[src/hdl/dhnt_pkg.sv]
// Shared types and constants for the double-hashed name table.
`default_nettype none
package dhnt_pkg;

  localparam int MODE_W    = 2;
  localparam int WORD_W    = 64;
  localparam int STATUS_W  = 3;
  localparam int SLOT_W    = 10;
  localparam int PROBE_W   = 11;
  localparam int SIZE_W    = 11;
  localparam int CNT_W     = 11;
  localparam int CFG_W     = 11;
  localparam int CFG_IDX_W = 1;
  localparam int REM_W     = 18;

  localparam logic [MODE_W-1:0] MODE_INSERT = 2'd0;
  localparam logic [MODE_W-1:0] MODE_DELETE = 2'd1;
  localparam logic [MODE_W-1:0] MODE_SEARCH = 2'd2;
  localparam logic [MODE_W-1:0] MODE_BAD    = 2'd3;

  localparam logic [STATUS_W-1:0] STAT_INSERTED  = 3'd0;
  localparam logic [STATUS_W-1:0] STAT_DUPLICATE = 3'd1;
  localparam logic [STATUS_W-1:0] STAT_LIMIT     = 3'd2;
  localparam logic [STATUS_W-1:0] STAT_FULL      = 3'd3;
  localparam logic [STATUS_W-1:0] STAT_DELETED   = 3'd4;
  localparam logic [STATUS_W-1:0] STAT_NOTFOUND  = 3'd5;
  localparam logic [STATUS_W-1:0] STAT_FOUND     = 3'd6;
  localparam logic [STATUS_W-1:0] STAT_INVALID   = 3'd7;

  localparam logic [CFG_IDX_W-1:0] REG_TABLE_SIZE  = 1'b0;
  localparam logic [CFG_IDX_W-1:0] REG_MAX_ENTRIES = 1'b1;

  localparam logic [SIZE_W-1:0] SIZE_MIN        = 11'd3;
  localparam logic [SIZE_W-1:0] SIZE_RESET      = 11'd1021;
  localparam logic [CNT_W-1:0]  MAX_RESET       = 11'd1024;
  localparam logic [CNT_W-1:0]  COUNT_MAX       = 11'd2047;
  localparam logic [REM_W-1:0]  HASH_MUL        = 18'd31;

  typedef enum logic [3:0] {
    S_CLEAR,
    S_IDLE,
    S_DECODE,
    S_HASH_A,
    S_HASH_B,
    S_STEP,
    S_ISSUE,
    S_CHECK,
    S_DONE
  } dhnt_state_t;

  typedef struct packed {
    logic clear_wr;
    logic accept;
    logic decode;
    logic hash_a;
    logic hash_b;
    logic set_step;
    logic check;
    logic out_load;
  } dhnt_cmd_t;

  typedef struct packed {
    logic clear_done;
    logic invalid;
    logic limit;
    logic last_byte;
    logic hit;
    logic exhausted;
    logic out_free;
  } dhnt_stat_t;

endpackage
`default_nettype wire

[src/hdl/dhnt_ctrl.sv]
// Request sequencer: clearing pass, hashing, probing and result handoff.
`default_nettype none
module dhnt_ctrl (
  input  logic                clk,
  input  logic                rst_n,
  input  logic                in_valid,
  output logic                in_ready,
  input  dhnt_pkg::dhnt_stat_t stat,
  output dhnt_pkg::dhnt_cmd_t  cmd
);
  import dhnt_pkg::*;

  dhnt_state_t state_r, state_nxt;

  always_ff @(posedge clk) begin
    if (!rst_n) begin
      state_r <= S_CLEAR;
    end else begin
      state_r <= state_nxt;
    end
  end

  always_comb begin
    state_nxt = state_r;
    cmd       = '0;
    in_ready  = 1'b0;
    case (state_r)
      S_CLEAR: begin
        cmd.clear_wr = 1'b1;
        if (stat.clear_done) begin
          state_nxt = S_IDLE;
        end
      end
      S_IDLE: begin
        in_ready = 1'b1;
        if (in_valid) begin
          cmd.accept = 1'b1;
          state_nxt  = S_DECODE;
        end
      end
      S_DECODE: begin
        cmd.decode = 1'b1;
        if (stat.invalid || stat.limit) begin
          state_nxt = S_DONE;
        end else begin
          state_nxt = S_HASH_A;
        end
      end
      S_HASH_A: begin
        cmd.hash_a = 1'b1;
        state_nxt  = S_HASH_B;
      end
      S_HASH_B: begin
        cmd.hash_b = 1'b1;
        state_nxt  = stat.last_byte ? S_STEP : S_HASH_A;
      end
      S_STEP: begin
        cmd.set_step = 1'b1;
        state_nxt    = S_ISSUE;
      end
      S_ISSUE: begin
        state_nxt = S_CHECK;
      end
      S_CHECK: begin
        cmd.check = 1'b1;
        if (stat.hit || stat.exhausted) begin
          state_nxt = S_DONE;
        end else begin
          state_nxt = S_ISSUE;
        end
      end
      S_DONE: begin
        // hold the result until the output register frees up
        if (stat.out_free) begin
          cmd.out_load = 1'b1;
          state_nxt    = S_IDLE;
        end
      end
      default: begin
        state_nxt = S_IDLE;
      end
    endcase
  end

endmodule
`default_nettype wire

[config.mk]
export PLATFORM = sky130hd
export DESIGN_NAME = dhnt_ctrl
export DESIGN_NICKNAME = d
export VERILOG_FILES = /design/src/hdl/dhnt_pkg.sv /design/src/hdl/dhnt_ctrl.sv
export SDC_FILE = /design/constraint.sdc
export NUM_CORES = 1
export LEC_CHECK = 0
export CELL_PAD_IN_SITES_DETAIL_PLACEMENT = 1
export CELL_PAD_IN_SITES_GLOBAL_PLACEMENT = 2
export CORE_MARGIN = 3
export CORE_UTILIZATION = 26
export DETAILED_ROUTE_END_ITERATION = 16
export DONT_BUFFER_PORTS = 1
export GPL_TIMING_DRIVEN = 0
export PLACE_DENSITY_LB_ADDON = 0.1
export SYNTH_ARGS = -nofsm -noshare
export SYNTH_HDL_FRONTEND = slang
export SYNTH_SLANG_ARGS = --single-unit
[constraint.sdc]
create_clock -name clk -period 1.3 [get_ports clk]
set_input_delay 0.26 -clock clk [delete_from_list [all_inputs] [get_ports clk]]
set_output_delay 0.26 -clock clk [all_outputs]
set_load 0.05 [all_outputs]
==> flow_summary_export.csv, run 1 <==
group,metric,value,unit
sta,worst_slew_pin_slew,0.8854,ns
drt,drt_iter0_markers,3,
synth,synth_top_family_by_area,"simple AND/OR/NAND/NOR gates",
place,place_ws,-0.4218,ns
clock_network,cts.clk_slew.worst_paths,0.04,ns
setup_path,path_cells,"buf_6, nand2b_4, nor3_4, and2_4",
final_layout,area_delta_synth_final,80.95,%
clock_network,clkSinkCount,4,
synth,synthCells,46,
floorplan,die-area,1902,sq um
floorplan,fp.coreArea,1216,sq um
clock_network,clockBufferDepth,2,
drt,drc,0,
sta,slew_headroom,40.76,%
sta,hold_violations,0,
run,cap_violations,0,
setup_path,arrival,1.63,ns
final_layout,reg.largest.list,"state_r: 4 flops",
synth,synth_simple_gate_area_share,45.92,%
sta,skew,0.001539,ns
global_routing,grt_max_degree,11,
final_layout,fin_util,54.73,%
clock_network,cts_tree,"built",
synth,syn_avg_cell_area,7.997,sq um
run_status,status,"complete, but fails checks",
place,numPortBuffers,0,
clock_network,htree_num_levels,1,
sta,whs,0.1275,ns
power_and_ir_drop,comb_power_share,38.2,%
global_routing,grt_use_total,16.75,%
final_layout,largest_reg_flops,4,
synth,ys_seq_elements,4,
drt,drt_pre_antenna_iters,4,
setup_path,end_kind,"primary output",
drt,drt-total-wl,1.447,mm
drt,drt.antenna.violating_nets,0,
global_routing,grt_pass1_vias,485,
global_routing,grt_remaining_overflow,0,
floorplan,floorplan.initialDensity,30.25,%
synth,mappedNetlistArea,367.9,sq um
synth,ys_async_sr_fraction,0,%
synth,yosysTopAreaCellShare,21.77,%
synth,ys_types,27,
setup_path,cp_slowest_cell,"nor3_4",
drt,via_count,450,
power_and_ir_drop,finalPower,0.4700,mW
clock_network,clkLatencyLatePin,0.24,ns
final_layout,seqCellArea,87.58,sq um
final_layout,num_antenna_cells,0,
sta,final_max_slew_viol_count,0,
final_layout,multi_input_area,380.4,sq um
floorplan,ios,19,
setup_path,critical_path.max_stage_delay,0.44,ns
drt,vias_per_cell,6.000,
synth,synth_compound_area_share,23.81,%
power_and_ir_drop,power_frac_seq,28.5,%
clock_network,cts-buffers-inserted,3,
floorplan,rows,12,
final_layout,fillers,143,
floorplan,die_w,43.62,um
power_and_ir_drop,powerDensity,706.1,nW/um^2
setup_path,path_max_fanout,5,
synth,synth_warnings,0,
setup_path,startpoint_type,"flip-flop",
setup_path,required,1.04,ns
hold_path,hp-class,"in2reg",
sta,fmax,0.5283,GHz
synth,ys_top_cells_by_area,"dfxtp_1 22%, nor2_1 7.1%, and4b_1 5.4%",
final_layout,fin_nets,73,
power_and_ir_drop,cellLeakagePower,0.2664,nW
synth,synth_edf_count,0,
sta,finalCriticalPeriod,1.893,ns
power_and_ir_drop,intPower,0.3121,mW
synth,synth_xor_area_share,0,%
power_and_ir_drop,switchingPower,0.1579,mW
floorplan,fp.dieH,43.62,um
place,dp.final_hpwl,852.7,um
final_layout,drive_above_1_share,67.21,%
sta,layout_setup_ws,-0.5930,ns
synth,yosysTopAreaCell,"dfxtp_1",
power_and_ir_drop,p_sw_share,33.60,%
final_layout,regMostFlops,"state_r",
place,place_congestion,0.7576,
synth,ys_seq_area_share,21.77,%
setup_path,rrSetupSlack,-0.45,ns
global_routing,antenna_found_initial,0,
sta,rsz0062_at_grt,"true",
sta,finalSetupViolCount,10,
clock_network,cts_root_buf,"clkbuf_4",
run_status,violations,"setup timing",
power_and_ir_drop,peakVddDrop,0.0004174,V
global_routing,grt_pass1_wl,2.221,mm
synth,yosys.area_share.adder,0,%
setup_path,worstSetupPathType,"reg2out",
synth,synth.area.mux_share,3.061,%
synth,synth_nets,56,
sta,fin_crit_sh,145.6,%
drt,wl_per_cell,19.29,um
synth,synthFlopType,"dfxtp_1",
power_and_ir_drop,clock_power_share,33.3,%
metal layers:
metal  GRT usage, %  share of wire (%)
met5              0                  0
met3          5.809                8.3
met1          18.14                 37
met4          14.46                3.8
met2          25.58                 51
stage by stage:
step	std cells	cell area [sq um]	TNS, ns
3_3_place_gp	60	464.2	-2.237
5_1_grt	75	665.6	-4.922
2_1_floorplan	46	446.7	-1.471
4_1_cts	71	609.3	-4.227
6_report	75	665.6	-4.271
3_5_place_dp	60	464.2	-2.425
placed cells by master (no fill, tap or decap):
cell type,synthesis,routed
buf_4,0,8
buf_6,0,6
nor2_1,7,6
nor3_4,0,3
clkbuf_4,0,3
dfxtp_2,0,3
buf_8,0,2
a21oi_1,2,2
nand2b_2,0,1
nand2b_4,0,1
nand2_4,0,1
nor2_4,0,1
nor4b_4,0,1
and2_4,0,1
nor4_4,0,1
and4b_4,0,1
a211oi_2,0,1
nor3b_1,1,1
o21bai_1,1,1
mux2_4,0,1
o41ai_2,0,1
nand2_1,2,1
o2111a_1,1,1
or4_4,1,1
a21boi_2,1,1
nor4_2,0,1
nor4bb_2,0,1
nor3_1,3,1
o31a_1,1,1
and3b_1,1,1
o21ai_0,1,1
and4b_1,2,1
nor2b_1,1,1
o21a_1,1,1
o311a_1,1,1
dfxtp_4,0,1
layout make-up:
type / count / share of cell area [%]
sequential: 4 / 13.16
timing repair buffer: 12 / 16.35
tap: 14 / 2.632
clock buffer: 3 / 3.383
multi-input combinational: 38 / 57.14
buffer: 4 / 7.331
power by group through the flow:
stage          clock network, mW  registers, mW  logic [mW]
2_1_floorplan                  0          0.135       0.108
3_3_place_gp                   0          0.136       0.118
3_5_place_dp                   0          0.137       0.119
4_1_cts                    0.161          0.134       0.167
5_1_grt                    0.173          0.134       0.189
6_report                   0.156          0.134       0.180
path summary, 6_finish.rpt:
kind | start | endpoint | cells past startpoint
min | rst_n | state_r[0]$_SDFFE_PN0P_ | 2
max reg2reg | state_r[2]$_SDFFE_PN0P_ | state_r[2]$_SDFFE_PN0P_ | 5
max | state_r[2]$_SDFFE_PN0P_ | cmd[6] | 4
min reg2reg | state_r[3]$_SDFFE_PN0P_ | state_r[2]$_SDFFE_PN0P_ | 2
synth_stat cells, types with 2 or more instances:
cell,count
nor2_1,7
nand2_1,2
nor3_1,3
and4b_1,2
dfxtp_1,4
nand2b_1,2
a21oi_1,2
nor4_1,2
buf_2,4
cell families after synthesis:
family                 Yosys count
AOI/OAI and AO/OA               11
muxes                            1
and+or+nand+nor                 26
DFF                              4
buffers and inverters            4
critical path, delay by kind of cell, from the launching register on:
| kind | cells | cell delay, ns |
|---|---|---|
| buf+inv | 1 | 0.13 |
| simple gates | 3 | 0.92 |
| flops | 1 | 0.34 |
what timing repair did:
| action | CTS | global route |
|---|---|---|
| hold buffers | 0 | 0 |
| pin swaps | 8 | 6 |
| setup endpoints to repair | 12 | 13 |
| setup buffers | 9 | 5 |
| gates resized for setup | 18 | 7 |
(Power assumes the default switching activity.)
==> inputs of run 2 (changes only) <==
--- a/config.mk
+++ b/config.mk
@@ -12,7 +12,7 @@
 export DETAILED_ROUTE_END_ITERATION = 16
 export DONT_BUFFER_PORTS = 1
 export GPL_TIMING_DRIVEN = 0
-export PLACE_DENSITY_LB_ADDON = 0.1
+export PLACE_DENSITY_LB_ADDON = 0.25
 export SYNTH_ARGS = -nofsm -noshare
 export SYNTH_HDL_FRONTEND = slang
 export SYNTH_SLANG_ARGS = --single-unit
==> flow_summary_export.csv, run 2 (same netlist as run 1, synthesis figures left out) <==
group,metric,value,unit
drt,drt.antenna.violating_nets,0,
sta,finalCriticalPeriod,1.872,ns
setup_path,startpoint_type,"flip-flop",
clock_network,cts_root_buf,"clkbuf_4",
sta,layout_setup_ws,-0.5717,ns
floorplan,fp.dieH,43.62,um
power_and_ir_drop,finalPower,0.4886,mW
final_layout,largest_reg_flops,4,
global_routing,grt_remaining_overflow,0,
floorplan,die-area,1902,sq um
setup_path,crit_family,"simple AND/OR/NAND/NOR gates",
final_layout,num_antenna_cells,0,
clock_network,cts_tree,"built",
final_layout,drive_above_1_share,73.91,%
place,numPortBuffers,0,
sta,skew,0.003849,ns
drt,drc,0,
setup_path,worstSetupPathType,"reg2out",
global_routing,grt_pass1_vias,511,
setup_path,critical_path.max_stage_delay,0.44,ns
clock_network,clockBufferDepth,2,
sta,finalSetupViolCount,11,
drt,vias_per_cell,5.892,
power_and_ir_drop,cellLeakagePower,0.2985,nW
setup_path,path_cells,"buf_6, nand2b_4, nor3_4, and2_4",
clock_network,clkSinkCount,4,
sta,finalSetupTns,-3.965,ns
clock_network,cts.clk_slew.worst_paths,0.04,ns
power_and_ir_drop,peakVddDrop,0.0005580,V
setup_path,arrival,1.61,ns
run_status,violations,"setup timing",
setup_path,end_kind,"primary output",
final_layout,stdcell_area,757.0,sq um
sta,final_max_slew_viol_count,0,
drt,drt_iter0_markers,1,
place,dp.final_hpwl,921.4,um
sta,hold_violations,0,
final_layout,area_delta_synth_final,105.8,%
clock_network,htree_num_levels,1,
final_layout,final_common_cell,"buf_4",
sta,fmax,0.5343,GHz
sta,slew_headroom,46.19,%
sta,rsz0062_at_grt,"true",
floorplan,fp.coreArea,1216,sq um
final_layout,regMostFlops,"state_r",
clock_network,hold_buffers,0,
place,place_congestion,0.7112,
floorplan,floorplan.initialDensity,30.25,%
setup_path,path_max_fanout,2,
drt,drt_pre_antenna_iters,5,
global_routing,grt_use_total,18.27,%
final_layout,final_cell_mix,"15 x buf_4, 7 x buf_6, 4 x nor2_1",
clock_network,cts-buffers-inserted,3,
clock_network,clkLatencyLatePin,0.23,ns
floorplan,rows,12,
hold_path,hp-class,"in2reg",
power_and_ir_drop,powerDensity,645.4,nW/um^2
final_layout,reg.largest.list,"state_r: 4 flops",
global_routing,antenna_found_initial,0,
sta,fin_crit_sh,144.0,%
global_routing,grt_max_degree,10,
drt,drt-total-wl,1.697,mm
floorplan,ios,19,
global_routing,grt_pass1_wl,2.573,mm
drt,via_count,489,
setup_path,cp_num_buf_inv,1,
setup_path,required,1.04,ns
place,placed_area,464.2,sq um
drt,wl_per_cell,20.45,um
run_status,status,"complete, but fails checks",
setup_path,cp_slowest_cell,"nor3_4",
floorplan,die_w,43.62,um
final_layout,fin_nets,81,
run,cap_violations,0,
sta,worst_slew_pin_slew,0.8038,ns
## run 2: changes by cell type in the layout (fill, tap and decap cells not counted), sizes merged
cell	previous run	this run
buf	16	24
## run 2: power by group
part / leakage [nW] / switching (mW) / internal [mW]
Clock: 0.0138 / 0.0480 / 0.103
Sequential: 0.0352 / 0.00493 / 0.125
Combinational: 0.249 / 0.113 / 0.0941
## run 2: what timing repair did
item,CTS,global route
pin swaps,8,6
resized for setup,24,9
buffers inserted,16,5
endpoints found under the setup margin,12,13
## run 2: metal layers
metal	track usage [%]	wire, um	vias to the layer above	share of wire, %
met3	5.809	110	2	6.5
met2	33.72	844	20	50
li1	-	-	226	-
met4	3.614	16	0	0.94
met1	20.15	726	241	43
met5	0	0	-	0
## run 2: area by class of cell
type,instances,area (sq um)
Timing Repair Buffer,20,172.7
Buffer,4,48.80
Multi-Input combinational cell,38,402.9
Fill cell,129,459.2
Sequential cell,4,92.59
Tap cell,14,17.52
Clock buffer,3,22.52
## run 2: stage by stage
stage / std cells / worst slack (ns) / util (%) / hold WS, ns
6_report: 83 / -0.5717 / 62.24 / 0.1329
5_1_grt: 83 / -0.6222 / 62.24 / 0.1314
4_1_cts: 79 / -0.5815 / 56.38 / 0.1256
3_5_place_dp: 60 / -0.4311 / 38.17 / 0.3915
3_3_place_gp: 60 / -0.4158 / 38.17 / 0.3960
2_1_floorplan: 46 / -0.3768 / - / 0.3755
## run 2: path summary, 6_finish.rpt
check                          startpoint  cells past startpoint  slack (ns)                 endpoint
hold / removal                      rst_n                      2        0.13  state_r[0]$_SDFFE_PN0P_
setup / recovery  state_r[2]$_SDFFE_PN0P_                      4       -0.57                   cmd[6]
hold reg to reg   state_r[3]$_SDFFE_PN0P_                      3        0.63  state_r[2]$_SDFFE_PN0P_
setup reg to reg  state_r[2]$_SDFFE_PN0P_                      5       -0.44  state_r[2]$_SDFFE_PN0P_
==> inputs of run 3 (changes only) <==
==> constraint.sdc (replaced) <==
create_clock -name clk -period 1.7 [get_ports clk]
set_input_delay 0.34 -clock clk [delete_from_list [all_inputs] [get_ports clk]]
set_output_delay 0.34 -clock clk [all_outputs]
set_load 0.05 [all_outputs]
==> flow_summary_export.csv, run 3 (same netlist as run 1, synthesis figures left out) <==
group,metric,value,unit
floorplan,floorplan.initialDensity,30.25,%
clock_network,clockBufferDepth,2,
sta,finalSetupViolCount,4,
drt,wl_per_cell,19.13,um
clock_network,htree_num_levels,1,
place,placed_area,440.4,sq um
drt,drt.antenna.violating_nets,0,
floorplan,die-area,1902,sq um
floorplan,fp.coreArea,1216,sq um
global_routing,antenna_found_initial,0,
setup_path,end_kind,"primary output",
hold_path,hp-class,"in2reg",
global_routing,grt_max_degree,11,
setup_path,worstSetupStartpoint,"state_r[2]$_SDFFE_PN0P_",
global_routing,grt_remaining_overflow,0,
place,numPortBuffers,0,
clock_network,cts_root_buf,"clkbuf_4",
final_layout,num_antenna_cells,0,
final_layout,reg.largest.list,"state_r: 4 flops",
floorplan,ios,19,
place,placed_cells,60,
sta,finalCriticalPeriod,1.980,ns
clock_network,cts-buffers-inserted,3,
clock_network,hold_buffers,0,
final_layout,final_cells,70,
setup_path,reg2reg_from,"state_r[1]$_SDFFE_PN0P_",
place,place_congestion,0.7463,
clock_network,cts_tree,"built",
sta,slew_headroom,47.43,%
final_layout,final_cell_mix,"5 x buf_4, 5 x nor2_1",
sta,hold_violations,0,
drt,drt_iter0_markers,5,
final_layout,stdcell_area,599.3,sq um
power_and_ir_drop,cellLeakagePower,0.2184,nW
place,dp.final_hpwl,936.9,um
global_routing,grt_pass1_wl,2.152,mm
final_layout,fin_nets,68,
drt,via_count,409,
power_and_ir_drop,peakVddDrop,0.0002936,V
power_and_ir_drop,finalPower,0.3261,mW
setup_path,worstSetupPathType,"reg2out",
hold_path,hp-start,"rst_n",
setup_path,arrival,1.64,ns
global_routing,grt_use_total,15.30,%
drt,drt_pre_antenna_iters,2,
setup_path,path_max_fanout,5,
final_layout,drive_above_1_share,53.57,%
clock_network,cts.clk_slew.worst_paths,0.04,ns
run_status,status,"complete, but fails checks",
run_status,violations,"setup timing",
sta,layout_setup_ws,-0.2803,ns
drt,drc,0,
sta,skew,0.001246,ns
sta,whs,0.2272,ns
drt,drt-total-wl,1.339,mm
final_layout,area_delta_synth_final,62.93,%
drt,vias_per_cell,5.843,
power_and_ir_drop,powerDensity,544.2,nW/um^2
floorplan,fp.dieH,43.62,um
run,cap_violations,0,
clock_network,clkLatencyLatePin,0.24,ns
sta,fin_crit_sh,116.5,%
floorplan,rows,12,
sta,worst_slew_pin_slew,0.7852,ns
setup_path,required,1.36,ns
final_layout,regMostFlops,"state_r",
floorplan,die_w,43.62,um
setup_path,startpoint_type,"flip-flop",
clock_network,clkSinkCount,4,
sta,fmax,0.5050,GHz
sta,final_max_slew_viol_count,0,
sta,rsz0062_at_grt,"true",
final_layout,largest_reg_flops,4,
setup_path,rrSetupSlack,0.01,ns
global_routing,grt_pass1_vias,489,
[run 3: power by group]
part	leakage (nW)	switching, mW	internal, mW
Clock	0.0138	0.0429	0.0793
Sequential	0.0347	0.00518	0.0956
Combinational	0.170	0.0675	0.0357
Total	0.218	0.116	0.211
[run 3: final timing paths]
kind,endpoint,depth (start not counted)
worst min register to register,state_r[2]$_SDFFE_PN0P_,2
worst min-delay path,state_r[3]$_SDFFE_PN0P_,1
worst max-delay path,cmd[6],4
worst max register to register,state_r[2]$_SDFFE_PN0P_,5
[run 3: metrics by stage]
step                      setup TNS [ns]  utilization [%]  worst slack (ns)
final                            -0.6988            49.28           -0.2803
after CTS                         -1.116            46.09           -0.2821
after floorplan                  -0.1924                -           -0.1382
after detailed placement         -0.4165            36.21           -0.2291
after global placement           -0.3430            36.21           -0.2095
after global routing             -0.8815            49.28           -0.3136
[run 3: worst max-delay path: stages, from the launching register on]
cell and delay [ns]:
dfxtp_4 0.34, buf_8 0.12, nand2b_4 0.14, nor3_4 0.45, and2_4 0.35
[run 3: routing by layer]
layer | share of wire, % | track usage, %
met2 | 55 | 29.94
met3 | 8.1 | 4.979
met4 | 0.60 | 7.229
met5 | 0 | 0
met1 | 36 | 13.66
[run 3: cell type report]
| cell class | instances | area [sq um] |
|---|---|---|
| Buffer | 4 | 48.80 |
| Clock buffer | 3 | 22.52 |
| Fill cell | 147 | 616.8 |
| Multi-Input combinational cell | 38 | 346.6 |
| Sequential cell | 4 | 91.34 |
| Tap cell | 14 | 17.52 |
| Timing Repair Buffer | 7 | 72.57 |
[run 3: what timing repair did]
item                       CTS  global route
setup endpoints to repair    9             9
resized for setup           12            10
setup buffers                6             1
gates cloned                 0             0
pin swaps                    4             3
